## src/hw/rtl/rse_pkg.sv

```systemverilog
`timescale 1ns / 1ps
`default_nettype none
// ----------------------------------------------------------------------------
// rse_pkg: shared types and constants of the RPN stack evaluator
// Widths, status and operator codes, state encodings and the
// controller/datapath command and status bundles.
// ----------------------------------------------------------------------------
package rse_pkg;

	localparam int STACK_DEPTH = 16;
	localparam int FRAC_BITS   = 16;
	localparam int DATA_W      = 32;
	localparam int DEPTH_W     = 5;
	localparam int STATUS_W    = 3;
	localparam int SP_W        = $clog2(STACK_DEPTH + 1);
	localparam int ADDR_W      = $clog2(STACK_DEPTH);
	localparam int QUO_BITS    = DATA_W;
	localparam int CNT_W       = $clog2(QUO_BITS);

	localparam logic [DATA_W-1:0] VAL_MAX = {1'b0, {(DATA_W-1){1'b1}}};
	localparam logic [DATA_W-1:0] VAL_MIN = {1'b1, {(DATA_W-1){1'b0}}};

	typedef enum logic {
		OP_PUSH,
		OP_APPLY
	} operation_t;

	typedef enum logic [1:0] {
		OPC_ADD,
		OPC_SUB,
		OPC_MUL,
		OPC_DIV
	} opcode_t;

	typedef enum logic [2:0] {
		ST_OK        = 3'd0,
		ST_UNDERFLOW = 3'd1,
		ST_OVERFLOW  = 3'd2,
		ST_DIVZERO   = 3'd3,
		ST_SATURATED = 3'd4
	} status_t;

	typedef enum logic [2:0] {
		RES_ADD,
		RES_SUB,
		RES_MUL,
		RES_DIV,
		RES_DIVZ
	} res_sel_t;

	typedef enum logic [2:0] {
		CS_IDLE,
		CS_DECODE,
		CS_FETCH,
		CS_MUL,
		CS_DIV,
		CS_DONE
	} ctl_state_t;

	typedef enum logic [1:0] {
		DIV_IDLE,
		DIV_PREP,
		DIV_ITER,
		DIV_DONE
	} div_state_t;

	// controller -> datapath
	typedef struct packed {
		logic     tok_load;
		logic     push;
		logic     flag;
		status_t  flag_code;
		logic     rd_left;
		logic     mul_load;
		logic     div_start;
		logic     commit;
		res_sel_t commit_sel;
		logic     out_load;
	} rse_cmd_t;

	// datapath -> controller
	typedef struct packed {
		operation_t op;
		opcode_t    code;
		logic       full;
		logic       short_stack;
		logic       right_zero;
		logic       div_done;
		logic       out_free;
	} rse_stat_t;

endpackage
`default_nettype wire

```

## src/hw/rtl/rse_if.sv

```systemverilog
`timescale 1ns / 1ps
`default_nettype none
// ----------------------------------------------------------------------------
// rse_if: token and result channels
// Valid/ready channels carrying one token in and one result out.
// ----------------------------------------------------------------------------
interface rse_token_if import rse_pkg::*; ();
	logic                     valid;
	logic                     ready;
	logic                     operation;
	logic [1:0]               operator_code;
	logic signed [DATA_W-1:0] number_value;

	modport source (output valid, output operation, output operator_code,
		output number_value, input ready);
	modport sink (input valid, input operation, input operator_code,
		input number_value, output ready);
endinterface

interface rse_result_if import rse_pkg::*; ();
	logic                     valid;
	logic                     ready;
	logic signed [DATA_W-1:0] top_value;
	logic [DEPTH_W-1:0]       stack_depth;
	logic [STATUS_W-1:0]      status;

	modport source (output valid, output top_value, output stack_depth,
		output status, input ready);
	modport sink (input valid, input top_value, input stack_depth,
		input status, output ready);
endinterface
`default_nettype wire

```

## src/hw/rtl/rse_ram.sv

```systemverilog
`timescale 1ns / 1ps
`default_nettype none
// ----------------------------------------------------------------------------
// rse_ram: generic single-write, single-read RAM
// One write port and one read port, read data registered.
// ----------------------------------------------------------------------------
module rse_ram #(
	parameter int  WIDTH = 32,
	parameter int  DEPTH = 16,
	localparam int AW    = (DEPTH > 1) ? $clog2(DEPTH) : 1
) (
	input  wire logic             clk,
	input  wire logic             we,
	input  wire logic [AW-1:0]    waddr,
	input  wire logic [WIDTH-1:0] wdata,
	input  wire logic             re,
	input  wire logic [AW-1:0]    raddr,
	output logic      [WIDTH-1:0] rdata
);

	logic [WIDTH-1:0] mem [DEPTH];
	logic [WIDTH-1:0] rdata_q;

	always_ff @(posedge clk) begin
		if (we) begin
			mem[waddr] <= wdata;
		end
		if (re) begin
			rdata_q <= mem[raddr];
		end
	end

	assign rdata = rdata_q;

endmodule
`default_nettype wire

```

## src/hw/rtl/rse_divider.sv

```systemverilog
`timescale 1ns / 1ps
`default_nettype none
// ----------------------------------------------------------------------------
// rse_divider: iterative fixed-point divider
// Restoring radix-2 division of (a * 2^FRAC_BITS) by b, one quotient bit
// per cycle, truncated toward zero and saturated to the signed range.
// ----------------------------------------------------------------------------
module rse_divider import rse_pkg::*; (
	input  wire logic              clk,
	input  wire logic              arst_n,
	input  wire logic              start,
	input  wire logic [DATA_W-1:0] dividend,
	input  wire logic [DATA_W-1:0] divisor,
	output logic                   done,
	output logic      [DATA_W-1:0] quotient,
	output logic                   saturated
);

	div_state_t          state_q, state_d;
	logic [CNT_W-1:0]    cnt_q;
	logic [DATA_W-1:0]   ua_q, ub_q, rem_q, quo_q;
	logic                neg_q, ovf_q;

	logic [DATA_W-1:0]   a_abs, b_abs;
	logic [2*DATA_W-1:0] num_w;
	logic [DATA_W-1:0]   hi_w, lo_w;
	logic                big_w;
	logic [DATA_W:0]     trial_w;
	logic [DATA_W+1:0]   diff_w;
	logic                ge_w;

	assign a_abs = dividend[DATA_W-1] ? (~dividend + DATA_W'(1)) : dividend;
	assign b_abs = divisor[DATA_W-1] ? (~divisor + DATA_W'(1)) : divisor;

	// quotient needs more than DATA_W bits exactly when hi >= divisor
	assign num_w = {{DATA_W{1'b0}}, ua_q} << FRAC_BITS;
	assign hi_w  = num_w[2*DATA_W-1:DATA_W];
	assign lo_w  = num_w[DATA_W-1:0];
	assign big_w = (hi_w >= ub_q);

	assign trial_w = {rem_q, quo_q[DATA_W-1]};
	assign diff_w  = {1'b0, trial_w} - {2'b00, ub_q};
	assign ge_w    = ~diff_w[DATA_W+1];

	always_comb begin
		state_d = state_q;
		case (state_q)
			DIV_IDLE: begin
				if (start) begin
					state_d = DIV_PREP;
				end
			end
			DIV_PREP: begin
				state_d = big_w ? DIV_DONE : DIV_ITER;
			end
			DIV_ITER: begin
				if (cnt_q == CNT_W'(QUO_BITS - 1)) begin
					state_d = DIV_DONE;
				end
			end
			DIV_DONE: begin
				state_d = DIV_IDLE;
			end
			default: begin
				state_d = DIV_IDLE;
			end
		endcase
	end

	always_comb begin
		done      = (state_q == DIV_DONE);
		saturated = 1'b0;
		quotient  = quo_q;
		if (ovf_q) begin
			saturated = 1'b1;
			quotient  = neg_q ? VAL_MIN : VAL_MAX;
		end else if (neg_q) begin
			if (quo_q > VAL_MIN) begin
				saturated = 1'b1;
				quotient  = VAL_MIN;
			end else begin
				quotient = DATA_W'(0) - quo_q;
			end
		end else if (quo_q[DATA_W-1]) begin
			saturated = 1'b1;
			quotient  = VAL_MAX;
		end
	end

	always_ff @(posedge clk or negedge arst_n) begin
		if (!arst_n) begin
			state_q <= DIV_IDLE;
			cnt_q   <= '0;
		end else begin
			state_q <= state_d;
			if (state_q == DIV_ITER) begin
				cnt_q <= cnt_q + CNT_W'(1);
			end else begin
				cnt_q <= '0;
			end
		end
	end

	always_ff @(posedge clk) begin
		case (state_q)
			DIV_IDLE: begin
				if (start) begin
					ua_q  <= a_abs;
					ub_q  <= b_abs;
					neg_q <= dividend[DATA_W-1] ^ divisor[DATA_W-1];
				end
			end
			DIV_PREP: begin
				ovf_q <= big_w;
				rem_q <= hi_w;
				quo_q <= lo_w;
			end
			DIV_ITER: begin
				rem_q <= ge_w ? diff_w[DATA_W-1:0] : trial_w[DATA_W-1:0];
				quo_q <= {quo_q[DATA_W-2:0], ge_w};
			end
			default: begin
				ovf_q <= ovf_q;
			end
		endcase
	end

endmodule
`default_nettype wire

```

## src/hw/rtl/rse_datapath.sv

```systemverilog
`timescale 1ns / 1ps
`default_nettype none
// ----------------------------------------------------------------------------
// rse_datapath: operand stack and arithmetic
// Top-of-stack register, stack RAM below it, add/sub/mul/div units and
// the result output register.
// ----------------------------------------------------------------------------
module rse_datapath import rse_pkg::*; (
	input  wire logic                clk,
	input  wire logic                arst_n,
	input  wire logic                tok_operation,
	input  wire logic [1:0]          tok_operator_code,
	input  wire logic [DATA_W-1:0]   tok_number_value,
	input  wire logic                out_ready,
	output logic                     out_valid,
	output logic [DATA_W-1:0]        out_top_value,
	output logic [DEPTH_W-1:0]       out_stack_depth,
	output logic [STATUS_W-1:0]      out_status,
	input  wire rse_cmd_t            cmd,
	output rse_stat_t                stat
);

	logic                       tok_op_q;
	logic [1:0]                 tok_code_q;
	logic [DATA_W-1:0]          tok_val_q;
	logic [DATA_W-1:0]          tos_q;
	logic [SP_W-1:0]            sp_q;
	status_t                    stat_q;
	logic signed [2*DATA_W-1:0] prod_q;

	logic                       out_valid_q;
	logic [DATA_W-1:0]          out_top_q;
	logic [DEPTH_W-1:0]         out_depth_q;
	logic [STATUS_W-1:0]        out_status_q;

	logic [SP_W-1:0]            sp_m1, sp_m2;
	logic [DATA_W-1:0]          left_w;
	logic [DATA_W:0]            sum_w, dif_w;
	logic signed [2*DATA_W-1:0] shr_w;
	logic                       div_done_w, div_sat_w;
	logic [DATA_W-1:0]          div_q_w;
	logic [DATA_W-1:0]          res_val;
	status_t                    res_st;

	assign sp_m1 = sp_q - SP_W'(1);
	assign sp_m2 = sp_q - SP_W'(2);

	rse_ram #(
		.WIDTH (DATA_W),
		.DEPTH (STACK_DEPTH)
	) u_stack_ram (
		.clk   (clk),
		.we    (cmd.push && (sp_q != '0)),
		.waddr (sp_m1[ADDR_W-1:0]),
		.wdata (tos_q),
		.re    (cmd.rd_left),
		.raddr (sp_m2[ADDR_W-1:0]),
		.rdata (left_w)
	);

	rse_divider u_div (
		.clk       (clk),
		.arst_n    (arst_n),
		.start     (cmd.div_start),
		.dividend  (left_w),
		.divisor   (tos_q),
		.done      (div_done_w),
		.quotient  (div_q_w),
		.saturated (div_sat_w)
	);

	assign sum_w = {left_w[DATA_W-1], left_w} + {tos_q[DATA_W-1], tos_q};
	assign dif_w = {left_w[DATA_W-1], left_w} - {tos_q[DATA_W-1], tos_q};
	assign shr_w = prod_q >>> FRAC_BITS;

	always_comb begin
		res_val = '0;
		res_st  = ST_OK;
		case (cmd.commit_sel)
			RES_ADD: begin
				if (sum_w[DATA_W] != sum_w[DATA_W-1]) begin
					res_val = sum_w[DATA_W] ? VAL_MIN : VAL_MAX;
					res_st  = ST_SATURATED;
				end else begin
					res_val = sum_w[DATA_W-1:0];
				end
			end
			RES_SUB: begin
				if (dif_w[DATA_W] != dif_w[DATA_W-1]) begin
					res_val = dif_w[DATA_W] ? VAL_MIN : VAL_MAX;
					res_st  = ST_SATURATED;
				end else begin
					res_val = dif_w[DATA_W-1:0];
				end
			end
			RES_MUL: begin
				if ((&shr_w[2*DATA_W-1:DATA_W-1]) || !(|shr_w[2*DATA_W-1:DATA_W-1])) begin
					res_val = shr_w[DATA_W-1:0];
				end else begin
					res_val = shr_w[2*DATA_W-1] ? VAL_MIN : VAL_MAX;
					res_st  = ST_SATURATED;
				end
			end
			RES_DIV: begin
				res_val = div_q_w;
				res_st  = div_sat_w ? ST_SATURATED : ST_OK;
			end
			RES_DIVZ: begin
				res_val = left_w[DATA_W-1] ? VAL_MIN : VAL_MAX;
				res_st  = ST_DIVZERO;
			end
			default: begin
				res_val = '0;
				res_st  = ST_OK;
			end
		endcase
	end

	always_ff @(posedge clk or negedge arst_n) begin
		if (!arst_n) begin
			sp_q        <= '0;
			out_valid_q <= 1'b0;
		end else begin
			if (cmd.push) begin
				sp_q <= sp_q + SP_W'(1);
			end else if (cmd.commit) begin
				sp_q <= sp_m1;
			end
			if (cmd.out_load) begin
				out_valid_q <= 1'b1;
			end else if (out_ready) begin
				out_valid_q <= 1'b0;
			end
		end
	end

	always_ff @(posedge clk) begin
		if (cmd.tok_load) begin
			tok_op_q   <= tok_operation;
			tok_code_q <= tok_operator_code;
			tok_val_q  <= tok_number_value;
		end
		if (cmd.push) begin
			tos_q  <= tok_val_q;
			stat_q <= ST_OK;
		end else if (cmd.commit) begin
			tos_q  <= res_val;
			stat_q <= res_st;
		end else if (cmd.flag) begin
			stat_q <= cmd.flag_code;
		end
		if (cmd.mul_load) begin
			prod_q <= $signed(left_w) * $signed(tos_q);
		end
		if (cmd.out_load) begin
			out_top_q    <= (sp_q != '0) ? tos_q : '0;
			out_depth_q  <= DEPTH_W'(sp_q);
			out_status_q <= stat_q;
		end
	end

	assign stat.op          = operation_t'(tok_op_q);
	assign stat.code        = opcode_t'(tok_code_q);
	assign stat.full        = (sp_q >= SP_W'(STACK_DEPTH));
	assign stat.short_stack = (sp_q < SP_W'(2));
	assign stat.right_zero  = (tos_q == '0);
	assign stat.div_done    = div_done_w;
	assign stat.out_free    = !out_valid_q || out_ready;

	assign out_valid       = out_valid_q;
	assign out_top_value   = out_top_q;
	assign out_stack_depth = out_depth_q;
	assign out_status      = out_status_q;

endmodule
`default_nettype wire

```

## src/hw/rtl/rse_ctrl.sv

```systemverilog
`timescale 1ns / 1ps
`default_nettype none
// ----------------------------------------------------------------------------
// rse_ctrl: token sequencer
// Steps one token through decode, operand fetch, arithmetic and result
// hand-off by issuing commands to the datapath.
// ----------------------------------------------------------------------------
module rse_ctrl import rse_pkg::*; (
	input  wire logic      clk,
	input  wire logic      arst_n,
	input  wire logic      tok_valid,
	output logic           tok_ready,
	input  wire rse_stat_t stat,
	output rse_cmd_t       cmd
);

	ctl_state_t state_q, state_d;

	always_comb begin
		state_d = state_q;
		case (state_q)
			CS_IDLE: begin
				if (tok_valid) begin
					state_d = CS_DECODE;
				end
			end
			CS_DECODE: begin
				if (stat.op == OP_PUSH || stat.short_stack) begin
					state_d = CS_DONE;
				end else begin
					state_d = CS_FETCH;
				end
			end
			CS_FETCH: begin
				case (stat.code)
					OPC_MUL: state_d = CS_MUL;
					OPC_DIV: state_d = stat.right_zero ? CS_DONE : CS_DIV;
					default: state_d = CS_DONE;
				endcase
			end
			CS_MUL: begin
				state_d = CS_DONE;
			end
			CS_DIV: begin
				if (stat.div_done) begin
					state_d = CS_DONE;
				end
			end
			CS_DONE: begin
				if (stat.out_free) begin
					state_d = CS_IDLE;
				end
			end
			default: begin
				state_d = CS_IDLE;
			end
		endcase
	end

	always_comb begin
		cmd            = '0;
		cmd.flag_code  = ST_OK;
		cmd.commit_sel = RES_ADD;
		tok_ready      = (state_q == CS_IDLE);
		case (state_q)
			CS_IDLE: begin
				cmd.tok_load = tok_valid;
			end
			CS_DECODE: begin
				if (stat.op == OP_PUSH) begin
					if (stat.full) begin
						cmd.flag      = 1'b1;
						cmd.flag_code = ST_OVERFLOW;
					end else begin
						cmd.push = 1'b1;
					end
				end else if (stat.short_stack) begin
					cmd.flag      = 1'b1;
					cmd.flag_code = ST_UNDERFLOW;
				end else begin
					cmd.rd_left = 1'b1;
				end
			end
			CS_FETCH: begin
				case (stat.code)
					OPC_ADD: begin
						cmd.commit     = 1'b1;
						cmd.commit_sel = RES_ADD;
					end
					OPC_SUB: begin
						cmd.commit     = 1'b1;
						cmd.commit_sel = RES_SUB;
					end
					OPC_MUL: begin
						cmd.mul_load = 1'b1;
					end
					OPC_DIV: begin
						if (stat.right_zero) begin
							cmd.commit     = 1'b1;
							cmd.commit_sel = RES_DIVZ;
						end else begin
							cmd.div_start = 1'b1;
						end
					end
					default: begin
						cmd.commit = 1'b0;
					end
				endcase
			end
			CS_MUL: begin
				cmd.commit     = 1'b1;
				cmd.commit_sel = RES_MUL;
			end
			CS_DIV: begin
				cmd.commit     = stat.div_done;
				cmd.commit_sel = RES_DIV;
			end
			CS_DONE: begin
				cmd.out_load = stat.out_free;
			end
			default: begin
				cmd.out_load = 1'b0;
			end
		endcase
	end

	always_ff @(posedge clk or negedge arst_n) begin
		if (!arst_n) begin
			state_q <= CS_IDLE;
		end else begin
			state_q <= state_d;
		end
	end

endmodule
`default_nettype wire

```

## src/hw/rtl/rpn_stack_evaluator_core.sv

```systemverilog
`timescale 1ns / 1ps
`default_nettype none
// ----------------------------------------------------------------------------
// rpn_stack_evaluator_core: postfix evaluator on a Q16.16 operand stack
// Top level joining the token sequencer and the stack datapath.
// ----------------------------------------------------------------------------
// One token item is taken at a time and answered by exactly one result item
// carrying the top of stack (0 when empty), the depth and a status code.
// A number token is pushed; an operator token pops two operands (the lower
// is the left operand) and pushes the sum, difference, product or quotient,
// saturated to the signed 32-bit range; a push onto a full stack or an
// operator on fewer than two operands is rejected. The next token is taken
// once the last result has entered the output register. Multiply uses one
// registered 32x32 multiplier, divide the radix-2 divider that produces one
// of 32 quotient bits per cycle; a divide by zero bypasses the divider and an
// overflowing quotient skips its bit iterations. The top of stack lives in a
// register and the entries below it in a single-port-read RAM, so an operator
// fetches its left operand before the arithmetic. A finished result waits in
// the output register while the next item is accepted. No clearing pass
// follows reset: the stack pointer alone marks which entries are live.
// ----------------------------------------------------------------------------
module rpn_stack_evaluator_core import rse_pkg::*; (
	input  wire logic clk,
	input  wire logic arst_n,
	rse_token_if.sink   token,
	rse_result_if.source result
);

	rse_cmd_t  cmd;
	rse_stat_t stat;

	// sequencer: one token in flight, accepts only when idle
	rse_ctrl u_ctrl (
		.clk       (clk),
		.arst_n    (arst_n),
		.tok_valid (token.valid),
		.tok_ready (token.ready),
		.stat      (stat),
		.cmd       (cmd)
	);

	// stack, arithmetic units and the output register
	rse_datapath u_dp (
		.clk               (clk),
		.arst_n            (arst_n),
		.tok_operation     (token.operation),
		.tok_operator_code (token.operator_code),
		.tok_number_value  (token.number_value),
		.out_ready         (result.ready),
		.out_valid         (result.valid),
		.out_top_value     (result.top_value),
		.out_stack_depth   (result.stack_depth),
		.out_status        (result.status),
		.cmd               (cmd),
		.stat              (stat)
	);

endmodule
`default_nettype wire

```

## src/flat_wrapper.sv

```systemverilog
// flat-port wrapper written by rule: the top's interface ports become plain ports
module rpn_stack_evaluator_core_flat import rse_pkg::*;
  (clk, arst_n, token_valid, token_operation, token_operator_code, token_number_value, token_ready, result_valid, result_top_value, result_stack_depth, result_status, result_ready);
  rse_token_if token_i ();
  rse_result_if result_i ();
  input  wire logic clk;
  input  wire logic arst_n;
  input wire logic [$bits(token_i.valid)-1:0] token_valid;
  input wire logic [$bits(token_i.operation)-1:0] token_operation;
  input wire logic [$bits(token_i.operator_code)-1:0] token_operator_code;
  input wire logic [$bits(token_i.number_value)-1:0] token_number_value;
  output wire logic [$bits(token_i.ready)-1:0] token_ready;
  output wire logic [$bits(result_i.valid)-1:0] result_valid;
  output wire logic [$bits(result_i.top_value)-1:0] result_top_value;
  output wire logic [$bits(result_i.stack_depth)-1:0] result_stack_depth;
  output wire logic [$bits(result_i.status)-1:0] result_status;
  input wire logic [$bits(result_i.ready)-1:0] result_ready;
  assign token_i.valid = token_valid;
  assign token_i.operation = token_operation;
  assign token_i.operator_code = token_operator_code;
  assign token_i.number_value = token_number_value;
  assign token_ready = token_i.ready;
  assign result_valid = result_i.valid;
  assign result_top_value = result_i.top_value;
  assign result_stack_depth = result_i.stack_depth;
  assign result_status = result_i.status;
  assign result_i.ready = result_ready;
  rpn_stack_evaluator_core u_core (.clk(clk), .arst_n(arst_n), .token(token_i), .result(result_i));
endmodule
```

## config.mk

```make
export PLATFORM = sky130hd
export DESIGN_NAME = rpn_stack_evaluator_core_flat
export DESIGN_NICKNAME = d
export VERILOG_FILES = /design/src/hw/rtl/rse_pkg.sv /design/src/hw/rtl/rse_if.sv /design/src/hw/rtl/rse_ram.sv /design/src/hw/rtl/rse_divider.sv /design/src/hw/rtl/rse_datapath.sv /design/src/hw/rtl/rse_ctrl.sv /design/src/hw/rtl/rpn_stack_evaluator_core.sv /design/src/flat_wrapper.sv
export SDC_FILE = /design/constraint.sdc
export NUM_CORES = 2
export LEC_CHECK = 0
export ABC_CLOCK_PERIOD_IN_PS = 10500
export BUFFER_PORTS_ARGS = -buffer_cell sky130_fd_sc_hd__buf_2
export CAP_MARGIN = 10
export CORE_ASPECT_RATIO = 1.5
export CORE_MARGIN = 3
export CORE_UTILIZATION = 55
export DETAILED_ROUTE_END_ITERATION = 8
export HOLD_SLACK_MARGIN = 0.15
export MAX_ROUTING_LAYER = met4
export PLACE_DENSITY = 0.71
export SYNTH_ARGS = -nofsm -noshare
export SYNTH_HDL_FRONTEND = slang
export SYNTH_HIERARCHICAL = 1
export SYNTH_SLANG_ARGS = --single-unit
```

## constraint.sdc

```tcl
create_clock -name clk -period 10.5 [get_ports clk]
set_clock_uncertainty 0.2 [all_clocks]
set_input_delay 1.05 -clock clk [delete_from_list [all_inputs] [get_ports clk]]
set_output_delay 1.05 -clock clk [all_outputs]
set_load 0.005 [all_outputs]
```

==> results.cfg <==
[outcome]
status = finished clean

[sta]
tns_ns = 0
setup_slack_ns = 1.13
fin_crit_ns = 9.37
finalHoldViolCount = 0
fmax_ghz = 0.107
max_slew_margin_pct = 9.07
finalMaxSlewViolations = 0
tightestPinTransition_ns = 1.36
finalSetupViolCount = 0
hold-worst-slack_ns = 0.242
fin_crit_sh_pct = 89.2
grt_setup_unrepaired = no

[clock_network]
cts_resized = 0
clk_pin_slew_ns = 0.07
htreeDepth = 3
cts_hold_buf = 1
root_buffer = clkbuf_16
clock_path_buffers = 3
numCtsBuffers = 82
clkSinkCount = 848
clkLatencyLatePin_ns = 0.75
post-cts-setup-buffers = 0
cts_tree = built

[placed_design]
dp_cells = 8554
gp_congestion = 1.05
dp_hpwl_um = 180000
dpl_worst_slack_ns = 1.31
numPortBuffers = 80

[floorplanning]
die_area_sq_um = 143000
rows = 166
dieHeight_um = 462
start_util_pct = 55.6
die_w_um = 310
coreArea_sq_um = 137000
io_pins = 81

[detailed_routing]
drt-total-wl_um = 245000
vias_per_cell = 6.19
routedWlPerCell_um = 28.1
ant_nets = 0
vias = 54000
dr.pass1.iters = 8
drtIter0Drc = 5192
route.detailed.drc = 0

[global_route]
track_usage_pct = 36.2
overflow = 0
grt_max_degree = 69
grt_pass1_vias = 58100
antenna_found_initial = 18
grt_pass1_wl_um = 366000

[pwr]
powerDensity_nw_per_um2 = 82.5
p_leak_nw = 34.4
ir_drop_mv = 0.139

[synth]
syn-cell-area_sq_um = 76400
yosys.area_share.simple_pct = 11.5
yosys_register_bits = 848
syn_nets = 8228
synth_ff_type = edfxtp_1
synthXorXnorAreaFrac_pct = 2.30
synthTopCellsByArea = edfxtp_1 (33%), fa_1 (28%), inv_1 (5.6%)
yosysTopAreaCellShare_pct = 32.6
ys_types = 104
syn_inst = 6796
synth_edf_count = 829
synth_top_family_by_area = adder cells
async_reset_ff_share_pct = 1.89
ys_seq_area_share_pct = 33.2
synth-adder-area-share_pct = 33.5
muxShareOfSynthArea_pct = 4.48
syn_avg_cell_area_sq_um = 11.2
ys.warnings.count = 6
synth_compound_area_share_pct = 7.56
yosysTopAreaCell = edfxtp_1

[worst_setup_path]
crit_path_frequent_cell = fa_1
worst_setup_path_end_kind = flop
path_buf_inv = 8
crit_arrival_ns = 9.62
slowest_stage = fa_1
reg2reg_slack_ns = 1.13
cp_top_family = adder cells
cp-start-kind = flop
crit_required_ns = 10.75
worstSetupPathType = flop to flop
cp_max_fo = 57
max_stage_delay_ns = 0.67

[finish]
layout-drive-gt1-share_pct = 9.05
nNetsFinal = 8225
n_fill_cell = 11100
multi_input_area_sq_um = 45500
area_delta_synth_final_pct = 7.42
fin_util_pct = 59.8
layout.area.seq_sq_um = 25400
stdcell_count = 8722

[run]
cap_violations = 0

[hold_path]
min_path_type = flop to flop
==> state kept, by name, indices dropped and copies added (netlist names) <==
| name | flops |
|---|---|
| u_core/u_dp/out_stack_depth | 5 |
| u_core/u_dp/u_stack_ram/rdata | 32 |
| u_core/u_dp/tok_op_q | 1 |
| u_core/u_ctrl/state_q | 3 |
| u_core/u_dp/out_valid | 1 |
| u_core/u_dp/u_div/quo_q | 32 |
| u_core/u_dp/u_div/rem_q | 32 |
| u_core/u_dp/out_status | 3 |
| u_core/u_dp/u_div/neg_q | 1 |
| u_core/u_dp/out_top_value | 32 |
| u_core/u_dp/u_div/ua_q | 32 |
| u_core/u_dp/tok_val_q | 32 |
| u_core/u_dp/sp_q | 5 |
| u_core/u_dp/tok_code_q | 2 |
| u_core/u_dp/u_div/state_q | 2 |
| u_core/u_dp/stat_q | 3 |
| u_core/u_dp/u_div/cnt_q | 5 |
| u_core/u_dp/tos_q | 32 |
| u_core/u_dp/u_div/ovf_q | 1 |
| u_core/u_dp/u_stack_ram/mem | 512 |
| u_core/u_dp/prod_q | 48 |
| u_core/u_dp/u_div/ub_q | 32 |
==> cell families after synthesis <==
logic type,Yosys count
compound gates,877
buf+inv,1500
xor+xnor,197
fa+ha+maj,1393
flops,848
other cells,1
simple gates,1802
mux,178
==> routing by layer <==
layer / global-route usage [%] / up-vias / share of wire [%]
met2: 57.6 / 3022 / 49
met1: 39.7 / 27500 / 33
li1: - / 22300 / -
met3: 6.97 / 1162 / 8.4
met5: - / - / 0
met4: 28.9 / 0 / 10
==> synthesized netlist by cell type, drive strengths merged (33+ instances only) <==
cell type,instances
a22oi,70
clkbuf,287
a21o,59
nor3,66
nand2b,40
inv,1152
xor2,36
a21oi,273
buf,57
nor2,298
and2,460
a31oi,33
mux4,128
edfxtp,829
nand3,53
fa,1084
nand2,702
ha,309
o21ai,175
xnor2,161
==> layout make-up <==
| cell class | instances | area share, % |
|---|---|---|
| diodes | 13 | 0.0396 |
| clock buffers | 98 | 2.60 |
| well taps | 1848 | 2.82 |
| repair buffers | 257 | 2.20 |
| flip-flops and latches | 848 | 30.9 |
| multi-input cells | 4448 | 55.4 |
| clock inverters | 54 | 0.729 |
| inverters | 1156 | 5.29 |
==> metrics by stage <==
step,cell area (sq um),power [mW]
finish,82100,6.77
global route,82100,6.93
global placement,79300,3.75
CTS,82000,6.82
detailed placement,79300,3.75
floorplan,76400,3.74
==> report_power, final <==
group | total (mW) | internal, mW | switching (mW) | leakage [nW]
Combinational | 0.0203 | 0.00942 | 0.0108 | 25.3
Sequential | 3.66 | 3.66 | 0.000607 | 7.71
Clock | 3.10 | 1.70 | 1.40 | 1.34
==> path summary, 6_finish.rpt <==
kind	start	endpoint	cells after the start
worst min register to register	u_core/u_dp/stat_q[2]	u_core/u_dp/out_status[2]	0
min in group asynchronous	arst_n	u_core/u_ctrl/state_q[0]	2
worst max-delay path	u_core/u_dp/u_stack_ram/rdata[31]	u_core/u_dp/prod_q[62]	28
worst min-delay path	u_core/u_dp/stat_q[2]	u_core/u_dp/out_status[2]	0
worst max register to register	u_core/u_dp/u_stack_ram/rdata[31]	u_core/u_dp/prod_q[62]	28
max in group asynchronous	arst_n	u_core/u_dp/sp_q[0]	2
==> cell usage in the layout, fill, tap and decap left out, types with 14 or more instances in the layout <==
master / netlist / routed
and3_1: 21 / 20
clkinv_1: 4 / 19
buf_4: 13 / 169
clkinv_2: 0 / 16
nand2b_1: 39 / 39
mux4_2: 128 / 128
nor4_1: 28 / 28
and2_1: 459 / 457
dfrtp_1: 16 / 15
a21o_1: 59 / 59
nor3_1: 64 / 59
a31oi_1: 32 / 32
xor2_1: 35 / 35
ha_1: 309 / 307
nand3_1: 53 / 53
fa_1: 1084 / 1084
a22oi_1: 70 / 70
o22ai_1: 19 / 18
edfxtp_1: 829 / 829
a211oi_1: 22 / 22
nand4_1: 32 / 32
buf_2: 18 / 80
nor2b_1: 26 / 24
mux2_2: 21 / 21
a21oi_1: 273 / 273
o21a_1: 17 / 17
clkbuf_1: 287 / 15
o21ai_0: 152 / 152
o21ai_1: 22 / 22
o31ai_1: 30 / 30
mux2i_1: 28 / 28
nand2_1: 702 / 702
clkbuf_16: 0 / 83
o21bai_1: 24 / 24
nor2_4: 1 / 14
xnor2_1: 159 / 159
nor2_1: 295 / 279
o211ai_1: 21 / 21
or3_1: 14 / 14
inv_1: 1149 / 1148
Power figures use the tool's default switching activity.
